===== src/rtl/sobel_pkg.sv =====
// Shared constants and types for the Sobel gradient magnitude core.
// No dependencies; used by every module under rtl/.
package sobel_pkg;
  localparam int MAX_WIDTH  = 1024;
  localparam int MAX_HEIGHT = 4096;
  localparam int PIXEL_BITS = 8;
  localparam int COL_BITS   = $clog2(MAX_WIDTH);
  localparam int ROW_BITS   = $clog2(MAX_HEIGHT);
  localparam int FW_BITS    = 11;
  localparam int FH_BITS    = 13;
  localparam int GRAD_BITS  = 11;
  localparam int MAG_BITS   = 15;
  localparam int SQ_BITS    = 30;
  localparam int SQRT_STEPS = 15;
  localparam int QDEPTH     = 4;
  localparam int QPTR_BITS  = $clog2(QDEPTH);

  localparam logic [0:0] CFG_FRAME_WIDTH  = 1'b0;
  localparam logic [0:0] CFG_FRAME_HEIGHT = 1'b1;

  typedef struct packed {
    logic [ROW_BITS-1:0]         row;
    logic [COL_BITS-1:0]         col;
    logic signed [GRAD_BITS-1:0] gx;
    logic signed [GRAD_BITS-1:0] gy;
  } grad_item_t;

  typedef enum logic [1:0] {ST_IDLE, ST_SQUARE, ST_ROOT, ST_DONE} root_state_t;
endpackage


===== src/rtl/sobel_back.sv =====
// Back end: squares gradients and runs a bit-serial integer square root.
// Depends on sobel_pkg. One result per item; a new item is taken only once the last result has left.
module sobel_back (
  input  logic                  clk,
  input  logic                  rst_n,
  input  logic                  item_valid,
  output logic                  item_ready,
  input  sobel_pkg::grad_item_t item,
  output logic                  res_valid,
  input  logic                  res_ready,
  output sobel_pkg::grad_item_t res_item,
  output logic [sobel_pkg::MAG_BITS-1:0] res_mag
);
  localparam int SB = sobel_pkg::SQ_BITS;
  localparam int MB = sobel_pkg::MAG_BITS;
  sobel_pkg::root_state_t st_r, st_nxt;
  sobel_pkg::grad_item_t  it_r;
  logic [SB-1:0] rem_r;
  logic [MB-1:0] root_r;
  logic [3:0]    step_r;
  logic [9:0]    ax, ay;
  logic [SB+1:0] trial;
  logic [SB+1:0] rem_sh;
  logic [SB-1:0] rad_r;

  always_comb begin
    st_nxt = st_r;
    case (st_r)
      sobel_pkg::ST_IDLE:   if (item_valid) st_nxt = sobel_pkg::ST_SQUARE;
      sobel_pkg::ST_SQUARE: st_nxt = sobel_pkg::ST_ROOT;
      sobel_pkg::ST_ROOT:   if (step_r == 4'd0) st_nxt = sobel_pkg::ST_DONE;
      sobel_pkg::ST_DONE:   if (res_ready) st_nxt = sobel_pkg::ST_IDLE;
      default:              st_nxt = sobel_pkg::ST_IDLE;
    endcase
  end

  always_comb begin
    item_ready = st_r == sobel_pkg::ST_IDLE;
    res_valid  = st_r == sobel_pkg::ST_DONE;
  end

  assign ax = it_r.gx[10] ? 10'(-it_r.gx) : it_r.gx[9:0];
  assign ay = it_r.gy[10] ? 10'(-it_r.gy) : it_r.gy[9:0];
  // restoring root: bring down two radicand bits per step
  assign rem_sh = {rem_r, 2'b00};
  assign trial  = {root_r, 2'b01};

  always_ff @(posedge clk) begin
    if (!rst_n) begin
      st_r <= sobel_pkg::ST_IDLE;
    end else begin
      st_r <= st_nxt;
    end
    case (st_r)
      sobel_pkg::ST_IDLE: if (item_valid) it_r <= item;
      sobel_pkg::ST_SQUARE: begin
        rad_r  <= SB'({{11'b0, ax} * {11'b0, ax} + {11'b0, ay} * {11'b0, ay}, 8'b0});
        rem_r  <= '0;
        root_r <= '0;
        step_r <= 4'(sobel_pkg::SQRT_STEPS - 1);
      end
      sobel_pkg::ST_ROOT: begin
        if ({rem_sh[SB+1:2], rad_r[SB-1:SB-2]} >= trial) begin
          rem_r  <= SB'({rem_sh[SB+1:2], rad_r[SB-1:SB-2]} - trial);
          root_r <= {root_r[MB-2:0], 1'b1};
        end else begin
          rem_r  <= SB'({rem_sh[SB+1:2], rad_r[SB-1:SB-2]});
          root_r <= {root_r[MB-2:0], 1'b0};
        end
        rad_r  <= {rad_r[SB-3:0], 2'b00};
        step_r <= step_r - 1'b1;
      end
      default: ;
    endcase
  end

  assign res_item = it_r;
  assign res_mag  = root_r;

  a_hold: assert property (@(posedge clk) disable iff (!rst_n)
    res_valid && !res_ready |=> res_valid && $stable(res_mag)) else $error("result dropped");
  a_accept_idle: assert property (@(posedge clk) disable iff (!rst_n)
    item_ready |-> !res_valid) else $error("accept while busy");
  a_root_bound: assert property (@(posedge clk) disable iff (!rst_n)
    res_valid |-> res_mag <= MB'(23088)) else $error("magnitude out of range");
endmodule

===== config.mk =====
export PLATFORM = sky130hd
export DESIGN_NAME = sobel_back
export DESIGN_NICKNAME = d
export VERILOG_FILES = /design/src/rtl/sobel_pkg.sv /design/src/rtl/sobel_back.sv
export SDC_FILE = /design/constraint.sdc
export NUM_CORES = 1
export LEC_CHECK = 0
export BUFFER_PORTS_ARGS = -buffer_cell sky130_fd_sc_hd__buf_2
export CORE_MARGIN = 2
export CORE_UTILIZATION = 50
export CTS_BUF_LIST = sky130_fd_sc_hd__clkbuf_16
export CTS_CLUSTER_DIAMETER = 60
export DETAILED_ROUTE_END_ITERATION = 8
export GPL_ROUTABILITY_DRIVEN = 0
export PLACE_DENSITY = 0.73
export RECOVER_POWER = 25
export SLEW_MARGIN = 30
export SYNTH_ARGS = -nofsm -noshare
export SYNTH_HDL_FRONTEND = slang
export SYNTH_SLANG_ARGS = --single-unit

===== constraint.sdc =====
create_clock -name clk -period 18.7 [get_ports clk]
set_input_delay 2.805 -clock clk [delete_from_list [all_inputs] [get_ports clk]]
set_output_delay 2.805 -clock clk [all_outputs]
set_load 0.02 [all_outputs]

==> flow_summary_export.csv <==
group,metric,value,unit
status,status,"finished, violations left",
status,violations,"capacitance limit, slew limit",
grt,grt_pass1_wl,41700,microns
logic_synthesis,synth_nets,1440,
logic_synthesis,yosys_warnings,0,
logic_synthesis,avgSynthCellArea,9.97,sq um
drt,drtIter0Drc,590,
sta,tns,0,ns
drt,viasPerCell,5.41,
clocking,clk_latency,0.43,ns
clocking,tritoncts,"yes",
place,hpwl,20000,microns
drt,wl_per_cell,16.1,microns
die,rows,55,
setup_path,critPathTopFamily,"adder cells",
die,fp.dieH,156,microns
die,start_util,50.8,%
cells_and_area,fillers,1970,
grt,antenna_found_initial,0,
setup_path,cp_max_fo,12,
clocking,cts-hold-fix-buffers,0,
setup_path,rrSetupSlack,10.47,ns
cells_and_area,stdcell_count,1560,
setup_path,worstSetupPathType,"reg -> reg",
cells_and_area,utilization,57.0,%
worst_hold_path,hp-class,"reg -> reg",
drt,drt.antenna.violating_nets,0,
grt,grt_pass1_vias,8550,
setup_path,crit_arrival,8.40,ns
setup_path,crit_path_top_delay_cell,"a2111oi_0",
cells_and_area,syn2layout_area_growth,12.3,%
drt,num_vias,8442,
sta,grt_setup_unrepaired,"false",
sta,period_share,44.0,%
place,placedCellCount,1528,
sta,maxSlewHeadroom,-88.9,%
sta,drv_slew,117,
setup_path,end_kind,"flip-flop",
cells_and_area,finalNetCount,1549,
drt,wirelength,25100,microns
sta,worst_pin_slew,2.83,ns
clocking,cts_num_sinks,117,
die,dieArea,24200,sq um
logic_synthesis,synth-edff-count,115,
sta,hold_violations,0,
setup_path,start_kind,"flip-flop",
setup_path,slowest_delay,0.79,ns
sta,clock.fmax,121,MHz
setup_path,required,18.87,ns
grt,grt_overflow,0,
cells_and_area,drive_above_1_share,12.5,%
grt,track_usage,21.9,%
clocking,clk_pin_slew,0.07,ns
clocking,htreeDepth,4,
logic_synthesis,yosysUniqueCellTypes,60,
setup_path,cp_cell_sequence,"inv_1, ha_1, nand2b_1, o41ai_1, xor2_1, nor2_1, fa_1, fa_1, ha_1, fa_1, inv_1, fa_1, inv_1, fa_1, inv_1, fa_1, inv_1, ha_1, a2111oi_0, o31ai_1, a211oi_1, xnor2_1, mux2_2",
clocking,cts-root-buf,"clkbuf_16",
logic_synthesis,ys_ff_latch,117,
grt,grt_max_degree,73,
setup_path,critPathBufInv,5,
logic_synthesis,synth-async-reset-ratio,0,%
logic_synthesis,synth_seq_area_share,30.4,%
cells_and_area,diodes,0,
logic_synthesis,netlist_instances,1153,
logic_synthesis,dominantRegCellSynth,"edfxtp_1",
drt,first_pass_iters,5,
logic_synthesis,synth_area,11500,sq um
die,die_w,156,microns
die,core,22600,sq um
drt,drc,0,
flow_run,maxCapViolations,2,
sta,period_needed,8.23,ns
clocking,cts_setup_buffers,0,
sta,finClkSkew,0.0153,ns
setup_path,cp_common_cell,"fa_1",
clocking,cts_buffer_depth,2,
place,portBuffers,108,
die,pin_count,109,
sta,setup_violations,0,
clocking,numCtsBuffers,17,
clocking,cts_resized,0,
## state kept, by name (all words and copies together) (netlist names)
signal	count
rem_r	30
res_mag	15
res_item	44
step_r	4
rad_r	22
st_r	2
## worst paths after layout
path,cells after the start,end,startpoint
max,23,rad_r[27],res_item[0]
min reg2reg,2,st_r[0],st_r[0]
max reg2reg,23,rad_r[27],res_item[0]
min,2,st_r[0],st_r[0]
## metrics by stage
stage                     setup WS, ns  cell area (sq um)  hold slack, ns
after global placement           10.79              12300           0.505
after detailed placement         10.61              12400           0.519
after CTS                        10.57              12900           0.527
after floorplan                  11.07              11500           0.492
after global routing             10.04              12900           0.546
final                            10.47              12900           0.528
## layout make-up
type | instances | area (sq um) | area share (%)
clock inverter | 15 | 148 | 1.14
multi-input combinational | 790 | 7080 | 54.8
clock buffer | 17 | 425 | 3.29
tap | 285 | 357 | 2.76
sequential | 117 | 3490 | 27.1
inverter | 224 | 841 | 6.51
timing repair buffer | 112 | 567 | 4.39
## cell usage in the layout (no fill, tap or decap), types with 8 or more instances in the layout
master	netlist	final
ha_1	110	110
o21a_1	8	8
clkbuf_16	0	17
a21o_1	13	13
nor3_1	12	12
buf_2	4	108
fa_1	129	129
edfxtp_1	115	115
xnor2_1	35	35
nor2_1	102	102
nand3_1	11	11
or3_1	10	10
a211oi_1	10	10
o21ai_0	42	42
nand2b_1	16	16
a21oi_1	57	57
o31ai_1	17	17
or4_1	11	11
xor2_1	24	24
nand2_1	117	117
inv_1	220	220
## worst reg2reg max path: cells and delay by family, from the launching register on
| kind | cells | cell delay, ns |
|---|---|---|
| multiplexers | 1 | 0.25 |
| AO/OA/AOI/OAI | 4 | 1.64 |
| adder cells (fa/ha/maj) | 9 | 3.94 |
| XOR/XNOR | 2 | 0.86 |
| buffers and inverters | 5 | 0.53 |
| AND/OR/NAND/NOR | 2 | 0.29 |
| flip-flops | 1 | 0.46 |
## cell usage after synthesis (4+ instances only)
cell type  number  area share, %
inv_1         220            7.2
fa_1          129             22
nand2_1       117            3.8
edfxtp_1      115             30
ha_1          110             12
nor2_1        102            3.3
a21oi_1        57            2.5
o21ai_0        42            1.8
xnor2_1        35            2.7
xor2_1         24            1.8
o31ai_1        17            1.1
nand2b_1       16           0.87
clkbuf_1       14           0.46
a21o_1         13           0.85
nor3_1         12           0.52
nand3_1        11           0.48
or4_1          11           0.72
a211oi_1       10           0.65
or3_1          10           0.54
o21a_1          8           0.52
mux2i_1         5           0.44
o21bai_1        5           0.33
buf_2           4           0.17
nand4_1         4           0.22
nor4_1          4           0.22
or2_2           4           0.22
## routing by layer
layer / vias to the layer above / wire, microns / share of wire (%) / global-route usage, %
met3: 28 / 1610 / 6.4 / 4.75
met2: 271 / 12300 / 49 / 36.4
met4: 0 / 440 / 1.8 / 5.55
met5: - / 0 / 0 / 0
li1: 4027 / - / - / -
met1: 4116 / 10800 / 43 / 29.4
## kinds of logic (layout without fill, tap and decap cells)
kind of cell | Yosys count | count (layout) | share of synthesized area, %
mux | 8 | 8 | 0.729
flops | 117 | 117 | 30.4
simple gates | 310 | 310 | 12.4
xor+xnor | 59 | 59 | 4.49
buf+inv | 246 | 368 | 8.14
fa+ha+maj | 239 | 239 | 34.4
compound gates | 174 | 174 | 9.45
Power is not shown: default switching activity piles up to over one toggle a cycle in this logic, so the estimate is an artifact.
