**config.mk**
```make
export PLATFORM = sky130hd
export DESIGN_NAME = sobel_queue
export DESIGN_NICKNAME = d
export VERILOG_FILES = /design/src/rtl/sobel_pkg.sv /design/src/rtl/sobel_queue.sv
export SDC_FILE = /design/constraint.sdc
export NUM_CORES = 1
export LEC_CHECK = 0
export BUFFER_PORTS_ARGS = -buffer_cell sky130_fd_sc_hd__buf_2
export CORE_UTILIZATION = 45
export DETAILED_ROUTE_END_ITERATION = 10
export GPL_TIMING_DRIVEN = 0
export PLACE_DENSITY = 0.67
export SYNTH_ARGS = -nofsm -noshare
export SYNTH_HDL_FRONTEND = slang
export SYNTH_SLANG_ARGS = --single-unit
```
**constraint.sdc**
```tcl
create_clock -name clk -period 2.7 [get_ports clk]
set_clock_uncertainty 0.2 [all_clocks]
set_input_delay 0.27 -clock clk [delete_from_list [all_inputs] [get_ports clk]]
set_output_delay 0.27 -clock clk [all_outputs]
set_load 0.01 [all_outputs]
```
**src/rtl/sobel_pkg.sv**
```systemverilog
// Shared constants and types for the Sobel gradient magnitude core.
// No dependencies; used by every module under rtl/.
package sobel_pkg;
  localparam int MAX_WIDTH  = 1024;
  localparam int MAX_HEIGHT = 4096;
  localparam int PIXEL_BITS = 8;
  localparam int COL_BITS   = $clog2(MAX_WIDTH);
  localparam int ROW_BITS   = $clog2(MAX_HEIGHT);
  localparam int FW_BITS    = 11;
  localparam int FH_BITS    = 13;
  localparam int GRAD_BITS  = 11;
  localparam int MAG_BITS   = 15;
  localparam int SQ_BITS    = 30;
  localparam int SQRT_STEPS = 15;
  localparam int QDEPTH     = 4;
  localparam int QPTR_BITS  = $clog2(QDEPTH);

  localparam logic [0:0] CFG_FRAME_WIDTH  = 1'b0;
  localparam logic [0:0] CFG_FRAME_HEIGHT = 1'b1;

  typedef struct packed {
    logic [ROW_BITS-1:0]         row;
    logic [COL_BITS-1:0]         col;
    logic signed [GRAD_BITS-1:0] gx;
    logic signed [GRAD_BITS-1:0] gy;
  } grad_item_t;

  typedef enum logic [1:0] {ST_IDLE, ST_SQUARE, ST_ROOT, ST_DONE} root_state_t;
endpackage

```
**src/rtl/sobel_queue.sv**
```systemverilog
// Short FIFO decoupling gradient front end from magnitude back end.
// Depends on sobel_pkg for grad_item_t and depth.
module sobel_queue (
  input  logic                  clk,
  input  logic                  rst_n,
  input  logic                  wr_valid,
  output logic                  wr_ready,
  input  sobel_pkg::grad_item_t wr_item,
  output logic                  rd_valid,
  input  logic                  rd_ready,
  output sobel_pkg::grad_item_t rd_item
);
  localparam int PW = sobel_pkg::QPTR_BITS;
  sobel_pkg::grad_item_t mem_r [sobel_pkg::QDEPTH];
  logic [PW-1:0] wp_r, rp_r;
  logic [PW:0]   cnt_r;
  logic          wr, rd;

  assign wr_ready = cnt_r != (PW+1)'(sobel_pkg::QDEPTH);
  assign rd_valid = cnt_r != '0;
  assign wr = wr_valid && wr_ready;
  assign rd = rd_valid && rd_ready;
  assign rd_item = mem_r[rp_r];

  always_ff @(posedge clk) begin
    if (wr) mem_r[wp_r] <= wr_item;
  end

  always_ff @(posedge clk) begin
    if (!rst_n) begin
      wp_r <= '0;
      rp_r <= '0;
      cnt_r <= '0;
    end else begin
      if (wr) wp_r <= wp_r + 1'b1;
      if (rd) rp_r <= rp_r + 1'b1;
      cnt_r <= cnt_r + (PW+1)'(wr) - (PW+1)'(rd);
    end
  end

  a_no_overflow: assert property (@(posedge clk) disable iff (!rst_n)
    cnt_r <= (PW+1)'(sobel_pkg::QDEPTH)) else $error("queue count overflow");
  a_count_track: assert property (@(posedge clk) disable iff (!rst_n)
    wr && !rd |=> cnt_r == $past(cnt_r) + 1'b1) else $error("queue count slip");
  a_empty_ptrs: assert property (@(posedge clk) disable iff (!rst_n)
    cnt_r == '0 |-> wp_r == rp_r) else $error("queue pointers disagree");
endmodule

```
==> summary.md, run 1 <==
| Metric | Value |
|---|---|
| Outcome | `finished with violations` |
| Failing checks | `design-rule violations` |
| Critical Path Sink Type | `register` |
| Worst path required time | `2820 ps` |
| Final Max Tran Viols | `0` |
| MaxCap Viol Count | `0` |
| Worst-path clk slew | `60 ps` |
| # diodes | `0` |
| H-tree levels | `4` |
| Sequential cell area fraction in the yosys report | `0.794` |
| Nets | `493` |
| First-pass GRT wire length | `about 19000 µm` |
| Die height | `126 µm` |
| Bufs and invs on worst path | `3` |
| Final hold vios | `0` |
| # DRC | `8` |
| Crit path kind | `register to register` |
| WL/cell | `18.4 µm` |
| Worst vdd ir | `0.502 mV` |
| Pre-CTS WS | `73.5 ps` |
| Least-Margin Pin Slew | `721 ps` |
| DRT iter0 DRCs | `244` |
| Average size of a mapped cell | `~25 µm²` |
| Mapped Nets | `333` |
| Commonest non-fill, non-tap cells in the layout | `176 x edfxtp_1, 96 x buf_2, 44 x dlygate4sd3_1` |
| Fin Setup TNS | `0 ps` |
| Mapped Cells | `278` |
| Slew HR | `0.519` |
| Die Wd | `126 µm` |
| CTS tree | `built` |
| Yosys reg bits | `185` |
| Num CTS Buffers | `17` |
| Achievable Freq | `0.415 GHz` |
| Pwr Density | `approximately 900 nW/µm²` |
| Post-route ant nets | `0` |
| Post-DP HPWL | `6960 µm` |
| P_leak | `0.00299 µW` |
| Fin crit share | `0.892` |
| CP max FO | `6` |
| CP max-delay cell | `dfxtp_1` |
| Distinct cells, synth | `22` |
| Die area | `15800 µm²` |
| Detailed Routing Iterations Pass 1 | `7` |
| Vias per cell | `a little over 5` |
| Ys Warns | `0` |
| Most common cell after layout, fill and taps aside | `edfxtp_1` |
| Final setup violation count | `0` |
| Number of global-route vias before repair | `3536` |
| Num ports | `94` |
| Unrepaired setup endpoints after global routing | `no` |
| Tmin final | `2410 ps` |
| CP cell instances | `nor2_1 > a21boi_2 > inv_1 > ha_1 > inv_1 > ha_1 > inv_1 > fa_1 > xnor2_1 > xnor2_1 > and2_1` |
| Initial core utilization | `0.468` |
| Cell mode on critical path | `inv_1` |
| CP peak stage delay | `460 ps` |
| Input/output buffers | `92` |
| Syn Std Cell Area | `~6900 µm²` |
| Final WS setup | `292 ps` |
| Placer Congestion | `0.664` |
| # clock sinks | `185` |
| Core area | `14700 µm²` |
| P&R area growth vs syn | `26.0%` |
| CTS max path bufs | `2` |
| # rows | `44` |
| Clock root cell | `clkbuf_16` |
| Wirelength, routed | `roughly 12000 µm` |
| CP Launch Type | `register` |
| Initial antenna violation count | `0` |
| Worst min path class | `input port to register` |
| Data arrival, critical path | `2530 ps` |
| Via count | `3236` |
| Layout cell share with drive strength beyond 1 | `0.391` |
| Total track usage | `0.161` |
| CP delay by family, top | `adder cells` |
| Clock latency on the worst-skew pair | `approximately 420 ps` |
| Fillers | `1105` |
| Global route total overflow | `0` |
| Post_cts resized | `0` |
| Largest net degree at the start of global routing | `27` |
routing by layer:
| layer | global-route usage | part of all wire |
|---|---|---|
| met1 | 0.205 | 0.44 |
| met2 | 0.265 | 0.49 |
| met5 | 0 | 0 |
| met3 | 0.0378 | 0.046 |
| met4 | 0.0753 | 0.018 |
metrics by stage:
step	hold slack (ps)	util	power (µW)	instances	area [µm²]
after detailed placement	287	0.521	5470	558	7660
after floorplan	169	-	4830	278	6880
after CTS	47.1	0.589	7920	633	8660
final	71.3	0.590	7820	634	8670
after global placement	280	0.515	5420	554	7570
after global routing	76.6	0.590	8170	634	8670
final timing paths:
kind,start,to,slack [ps],cells past startpoint
hold / removal,rst_n,wp_r[1],70,3
hold reg to reg,wp_r[1],wp_r[1],310,2
setup reg to reg,cnt_r[1],cnt_r[2],290,11
setup / recovery,cnt_r[1],cnt_r[2],290,11
power breakdown:
group	switching [µW]	internal (µW)
combinational	891	950
clock	972	1440
sequential	90.0	3480
flip-flops by register name (all words and copies together), names as in the netlist, named ones only:
name	flops
cnt_r	3
rp_r	2
mem_r	176
wp_r	2
Yosys cell counts:
cell type	instances	area share
and2_1	7	0.0064
dfxtp_1	9	0.026
ha_1	6	0.011
mux4_1	4	0.015
a21boi_2	1	0.0016
or3_1	1	0.00091
xnor2_1	4	0.0051
buf_6	1	0.0016
fa_1	1	0.0029
edfxtp_1	176	0.77
mux2i_1	2	0.0029
nor2b_1	3	0.0027
o311ai_1	1	0.0013
o31a_1	1	0.0013
mux4_2	40	0.13
inv_1	5	0.0027
buf_2	4	0.0029
clkbuf_1	1	0.00055
buf_12	4	0.012
nand2_1	5	0.0027
nor2_1	1	0.00055
clkbuf_2	1	0.00073
worst register-to-register path, stage by stage, from the launching register on:
cell      delay, ps
dfxtp_1         460
nor2_1          120
a21boi_2        160
inv_1            60
ha_1            280
inv_1            50
ha_1            120
inv_1            40
fa_1            380
xnor2_1         150
xnor2_1         130
and2_1          150
final cells by class:
type | instances | area [µm²] | area share
sequential | 185 | 5470 | 0.630
multi-input combinational | 77 | 1280 | 0.148
timing repair buffer | 141 | 988 | 0.114
clock buffer | 21 | 440 | 0.0508
tap | 184 | 230 | 0.0265
clock inverter | 10 | 128 | 0.0147
buffer | 11 | 120 | 0.0139
inverter | 5 | 18.8 | 0.00216
what timing repair did:
action	CTS	global route
endpoints found under the setup margin	0	1
hold buffers	44	0
endpoints found under the hold margin	176	0
setup buffers	0	1
cell families (layout without fill, tap and decap cells):
group	Yosys count	in the layout	share of synthesized area
compound gates	3	3	0.00418
xor+xnor	4	4	0.00509
fa+ha+maj	7	7	0.0138
buf+inv	16	188	0.0202
flops	185	185	0.794
mux	46	46	0.149
simple gates	17	17	0.0133
Power figures use the tool's default switching activity.
==> inputs of run 2 (changes only) <==
--- a/config.mk
+++ b/config.mk
@@ -6,6 +6,7 @@
 export NUM_CORES = 1
 export LEC_CHECK = 0
 export BUFFER_PORTS_ARGS = -buffer_cell sky130_fd_sc_hd__buf_2
+export CORE_MARGIN = 3
 export CORE_UTILIZATION = 45
 export DETAILED_ROUTE_END_ITERATION = 10
 export GPL_TIMING_DRIVEN = 0
==> constraint.sdc (replaced) <==
create_clock -name clk -period 2.4 [get_ports clk]
set_clock_uncertainty 0.2 [all_clocks]
set_input_delay 0.24 -clock clk [delete_from_list [all_inputs] [get_ports clk]]
set_output_delay 0.24 -clock clk [all_outputs]
set_load 0.01 [all_outputs]
==> run 2 against run 1 <==
The flow now finishes without violations. Critical path depth fell by 2. Global-route usage down 1.3 points. Worst setup slack worse by 260 ps. Sequential power grew 13%. Routed wire length grew 0.44%. Critical endpoint unchanged.
==> summary.md, run 2 (synthesized netlist as in run 1, its figures left out) <==
| Metric | Value |
|---|---|
| Vias per cell | `5.07` |
| Worst path required time | `roughly 2500 ps` |
| Die Wd | `approximately 130 µm` |
| H-tree levels | `4` |
| Worst vdd ir | `0.579 mV` |
| Final setup violation count | `0` |
| Worst-path clk slew | `70 ps` |
| Input/output buffers | `92` |
| Worst min path class | `input port to register` |
| Final Max Tran Viols | `0` |
| Placer Congestion | `about 0.7` |
| Data arrival, critical path | `2490 ps` |
| # rows | `44` |
| Global route total overflow | `0` |
| Core area | `14800 µm²` |
| Post-DP HPWL | `6620 µm` |
| Top flop regs | `mem_r (176), cnt_r (3)` |
| WL/cell | `18.6 µm` |
| Layout cell share with drive strength beyond 1 | `0.415` |
| Tmin final | `~2400 ps` |
| Total track usage | `0.149` |
| P_leak | `between 0.002 and 0.003 µW` |
| Unrepaired setup endpoints after global routing | `yes` |
| Slew HR | `0.172` |
| # diodes | `0` |
| Post-route ant nets | `0` |
| Achievable Freq | `approximately 0.42 GHz` |
| Pwr Density | `around 1000 nW/µm²` |
| Clock latency on the worst-skew pair | `around 430 ps` |
| Overall power | `8870 µW` |
| Via count | `3205` |
| Initial core utilization | `0.466` |
| CP Launch Type | `register` |
| Die area | `between 15000 and 20000 µm²` |
| Detailed Routing Iterations Pass 1 | `4` |
| Most common cell after layout, fill and taps aside | `edfxtp_1` |
| P&R area growth vs syn | `25.9%` |
| Clock root cell | `clkbuf_16` |
| Least-Margin Pin Slew | `1240 ps` |
| Cell area after layout | `8660 µm²` |
| Largest Register | `mem_r` |
| Num ports | `94` |
| Final hold vios | `0` |
| Fillers | `around 1100` |
| Commonest non-fill, non-tap cells in the layout | `176 x edfxtp_1, 96 x buf_2, 44 x dlygate4sd3_1` |
| MaxCap Viol Count | `0` |
| Fin crit share | `0.987` |
| Die height | `130 µm` |
| Nets | `491` |
| # DRC | `0` |
| Largest net degree at the start of global routing | `45` |
| Initial antenna violation count | `0` |
| Critical Path Sink Type | `register` |
| DRT iter0 DRCs | `204` |
| Outcome | `finished clean` |
| Max reg flops | `approximately 180` |
| Number of global-route vias before repair | `3445` |
| CP max FO | `5` |
| First-pass GRT wire length | `18300 µm` |
| Placed inst area | `7580 µm²` |
| CTS max path bufs | `2` |
| Wirelength, routed | `11700 µm` |
| # clock sinks | `185` |
| Num CTS Buffers | `17` |
| Crit path kind | `register to register` |
| CTS tree | `built` |
## run 2: changes by cell type in the layout (fill, tap and decap cells not counted), moves of 2 or more
cell	previous run	this run
dfxtp_1	9	6
clkinv_1	3	1
clkinvlp_4	1	3
dfxtp_4	0	2
buf_4	1	3
clkinv_4	1	3
buf_12	8	4
clkbuf_1	5	3
## run 2: metrics by stage
stage	cells	utilization	TNS, ps	hold slack, ps	setup WS, ps
after floorplan	278	-	0	139	4.00
after global placement	554	0.513	-30840	250	-182
after detailed placement	554	0.513	-40320	258	-253
after CTS	631	0.585	-1300	3.05	-24.0
after global routing	632	0.587	-3590	31.4	-74.4
final	632	0.587	0	7.04	30.7
## run 2: metal layers
layer | track usage | vias up | wire [µm]
met4 | 0.0575 | 0 | 153
met5 | 0 | - | 0
met2 | 0.249 | 77 | 6230
li1 | - | 1480 | -
met3 | 0.0396 | 12 | 537
met1 | 0.187 | 1636 | 4820
## run 2: timing repair
item                       CTS  global route
pin swaps                    2             6
hold endpoints to repair   176             0
buffers inserted             2             1
setup endpoints to repair  177           177
hold buffers                44             0
resized for setup            4             8
## run 2: critical path, cell delays in order (launching register included)
cell	delay (ps)
dfxtp_4	370
o31a_1	330
ha_1	300
inv_1	60
ha_2	170
inv_2	40
fa_2	390
xnor2_2	140
xnor2_1	120
and2_1	150
## run 2: path summary, 6_finish.rpt
check	startpoint	endpoint	slack, ps	cells after the start
worst min-delay path	rst_n	wp_r[0]	7	3
worst max register to register	cnt_r[1]	cnt_r[2]	30	9
worst min register to register	wp_r[1]	wp_r[1]	310	2
worst max-delay path	cnt_r[1]	cnt_r[2]	30	9
## run 2: final cells by class
cell class / count / area [µm²] / share of cell area
buffer: 11 / 120 / 0.0139
clock buffer: 19 / 433 / 0.0500
clock inverter: 12 / 153 / 0.0176
inverter: 5 / 18.8 / 0.00217
multi-input combinational: 77 / 1310 / 0.151
sequential: 185 / 5470 / 0.632
tap: 184 / 230 / 0.0266
timing repair buffer: 139 / 923 / 0.107
## run 2: power by group
group / internal, µW / total, µW / switching (µW)
clock: 1630 / 2750 / 1120
combinational: 1070 / 2080 / 1010
sequential: 3940 / 4050 / 111
==> inputs of run 3 (changes only) <==
==> constraint.sdc (replaced) <==
create_clock -name clk -period 3 [get_ports clk]
set_clock_uncertainty 0.2 [all_clocks]
set_input_delay 0.3 -clock clk [delete_from_list [all_inputs] [get_ports clk]]
set_output_delay 0.3 -clock clk [all_outputs]
set_load 0.01 [all_outputs]
==> run 3 against run 2 <==
Non-clock buffer count up 1. Global-route usage grew 0.20 points. First-iteration DRC count fell by 21%. Combinational power shrank 21%. Worst hold slack gained 86 ps. Total power shrank 22%. Critical endpoint unchanged.
==> summary.md, run 3 (synthesized netlist as in run 1, its figures left out) <==
| Metric | Value |
|---|---|
| Die area | `16800 µm²` |
| Layout cell share with drive strength beyond 1 | `0.402` |
| Clock root cell | `clkbuf_16` |
| P&R area growth vs syn | `25.8%` |
| CP Launch Type | `register` |
| Nets | `492` |
| H-tree levels | `4` |
| Placed inst area | `7660 µm²` |
| Fin crit share | `0.890` |
| Detailed Routing Iterations Pass 1 | `4` |
| CTS tree | `built` |
| MaxCap Viol Count | `0` |
| CP max FO | `7` |
| P_leak | `between 0.002 and 0.003 µW` |
| Worst path required time | `3110 ps` |
| Most common cell after layout, fill and taps aside | `edfxtp_1` |
| Least-Margin Pin Slew | `between 600 and 700 ps` |
| Slew HR | `0.560` |
| Commonest non-fill, non-tap cells in the layout | `176 x edfxtp_1, 96 x buf_2, 44 x dlygate4sd3_1` |
| Worst min path class | `input port to register` |
| Global route total overflow | `0` |
| Worst-path clk slew | `60 ps` |
| Pre-CTS WS | `approximately 350 ps` |
| Outcome | `finished clean` |
| Fillers | `1097` |
| R2r endpoint | `cnt_r[2]` |
| CP startpoint | `cnt_r[1]` |
| Vias per cell | `5.02` |
| # Post-CTS Setup Buffers | `0` |
| Clock latency on the worst-skew pair | `420 ps` |
| Unrepaired setup endpoints after global routing | `no` |
| Num ports | `between 90 and 100` |
| DRT iter0 DRCs | `161` |
| Wirelength, routed | `11700 µm` |
| # rows | `44` |
| Post_cts resized | `0` |
| Worst vdd ir | `about 0.38 mV` |
| # DRC | `0` |
| Total track usage | `0.151` |
| Core area | `14800 µm²` |
| Cell area after layout | `8650 µm²` |
| Via count | `3175` |
| Max reg flops | `176` |
| Initial antenna violation count | `0` |
| Final setup violation count | `0` |
| Top flop regs | `mem_r (176), cnt_r (3)` |
| Critical Path Sink Type | `register` |
| Die height | `130 µm` |
| Achievable Freq | `0.375 GHz` |
| R2r setup slk | `330 ps` |
| Largest Register | `mem_r` |
| Final Max Tran Viols | `0` |
| Final hold vios | `0` |
| Largest net degree at the start of global routing | `27` |
| Crit path to | `cnt_r[2]` |
| Tmin final | `2670 ps` |
| Die Wd | `approximately 130 µm` |
| Initial core utilization | `0.466` |
| # clock sinks | `185` |
| Placer Congestion | `0.715` |
| Fin Setup TNS | `0 ps` |
| Crit path kind | `register to register` |
| Pwr Density | `between 800 and 900 nW/µm²` |
| Data arrival, critical path | `~2800 ps` |
| Final WS setup | `331 ps` |
| Post-DP HPWL | `7080 µm` |
| Number of global-route vias before repair | `3487` |
| # diodes | `0` |
| Worst r2r src | `cnt_r[1]` |
| Input/output buffers | `92` |
| First-pass GRT wire length | `18400 µm` |
| Num CTS Buffers | `17` |
| CTS max path bufs | `2` |
| WL/cell | `18.4 µm` |
| Post-route ant nets | `0` |
| R2R cell count | `11` |
run 3: cell count changes in the layout (fill, tap and decap cells not counted), sizes merged:
cell      before  now
clkbuf        21   19
clkinvlp       3    4
buf          104  105
bufinv         3    2
inv            5    6
run 3: final cells by class:
| class | count | area, µm² | share of cell area |
|---|---|---|---|
| buffer | 11 | 120 | 0.0139 |
| clock buffer | 17 | 425 | 0.0492 |
| clock inverter | 13 | 131 | 0.0152 |
| inverter | 5 | 18.8 | 0.00217 |
| multi-input combinational | 77 | 1280 | 0.148 |
| sequential | 185 | 5470 | 0.632 |
| tap | 184 | 230 | 0.0266 |
| timing repair buffer | 140 | 981 | 0.113 |
run 3: critical path, cell delays in order, from the launching register on:
cell and delay, ps:
dfxtp_1 480, nor2_1 120, a21boi_2 320, inv_1 80
ha_1 290, inv_1 60, ha_1 130, inv_1 50
fa_1 370, xnor2_1 200, xnor2_1 100, and2_1 170
run 3: timing repair:
item,4_1_cts,5_1_grt
endpoints found under the hold margin,176,0
hold buffers,44,0
endpoints found under the setup margin,0,0
run 3: power breakdown:
group	total [µW]	switching (µW)	internal [µW]
registers	3210	83.3	3130
clock network	2100	887	1210
logic	1650	798	850
run 3: worst min-delay path by stage:
stage	from	end	slack, ps	cells past startpoint
CTS	rst_n	wp_r[0]	70	3
floorplan	wr_item[0]	mem_r[0][0]	200	0
detailed placement	wp_r[0]	wp_r[0]	300	2
global route	rst_n	wp_r[0]	100	3
finish	rst_n	wp_r[0]	90	3
global placement	wp_r[0]	wp_r[0]	280	2
run 3: routing by layer:
metal,part of all wire,vias to the layer above,track usage
met5,0,-,0
met4,0.017,0,0.0611
met3,0.035,19,0.0420
met2,0.51,69,0.248
met1,0.44,1599,0.192
li1,-,1488,-
run 3: per-stage QoR:
step                      cells  total power (µW)   util  hold WS (ps)
final                       632              6960  0.586          93.3
after global routing        632              7300  0.586           103
after CTS                   632              7080  0.586          73.7
after detailed placement    558              4930  0.519           296
after global placement      554              4870  0.513           277
after floorplan             278              4340      -           199
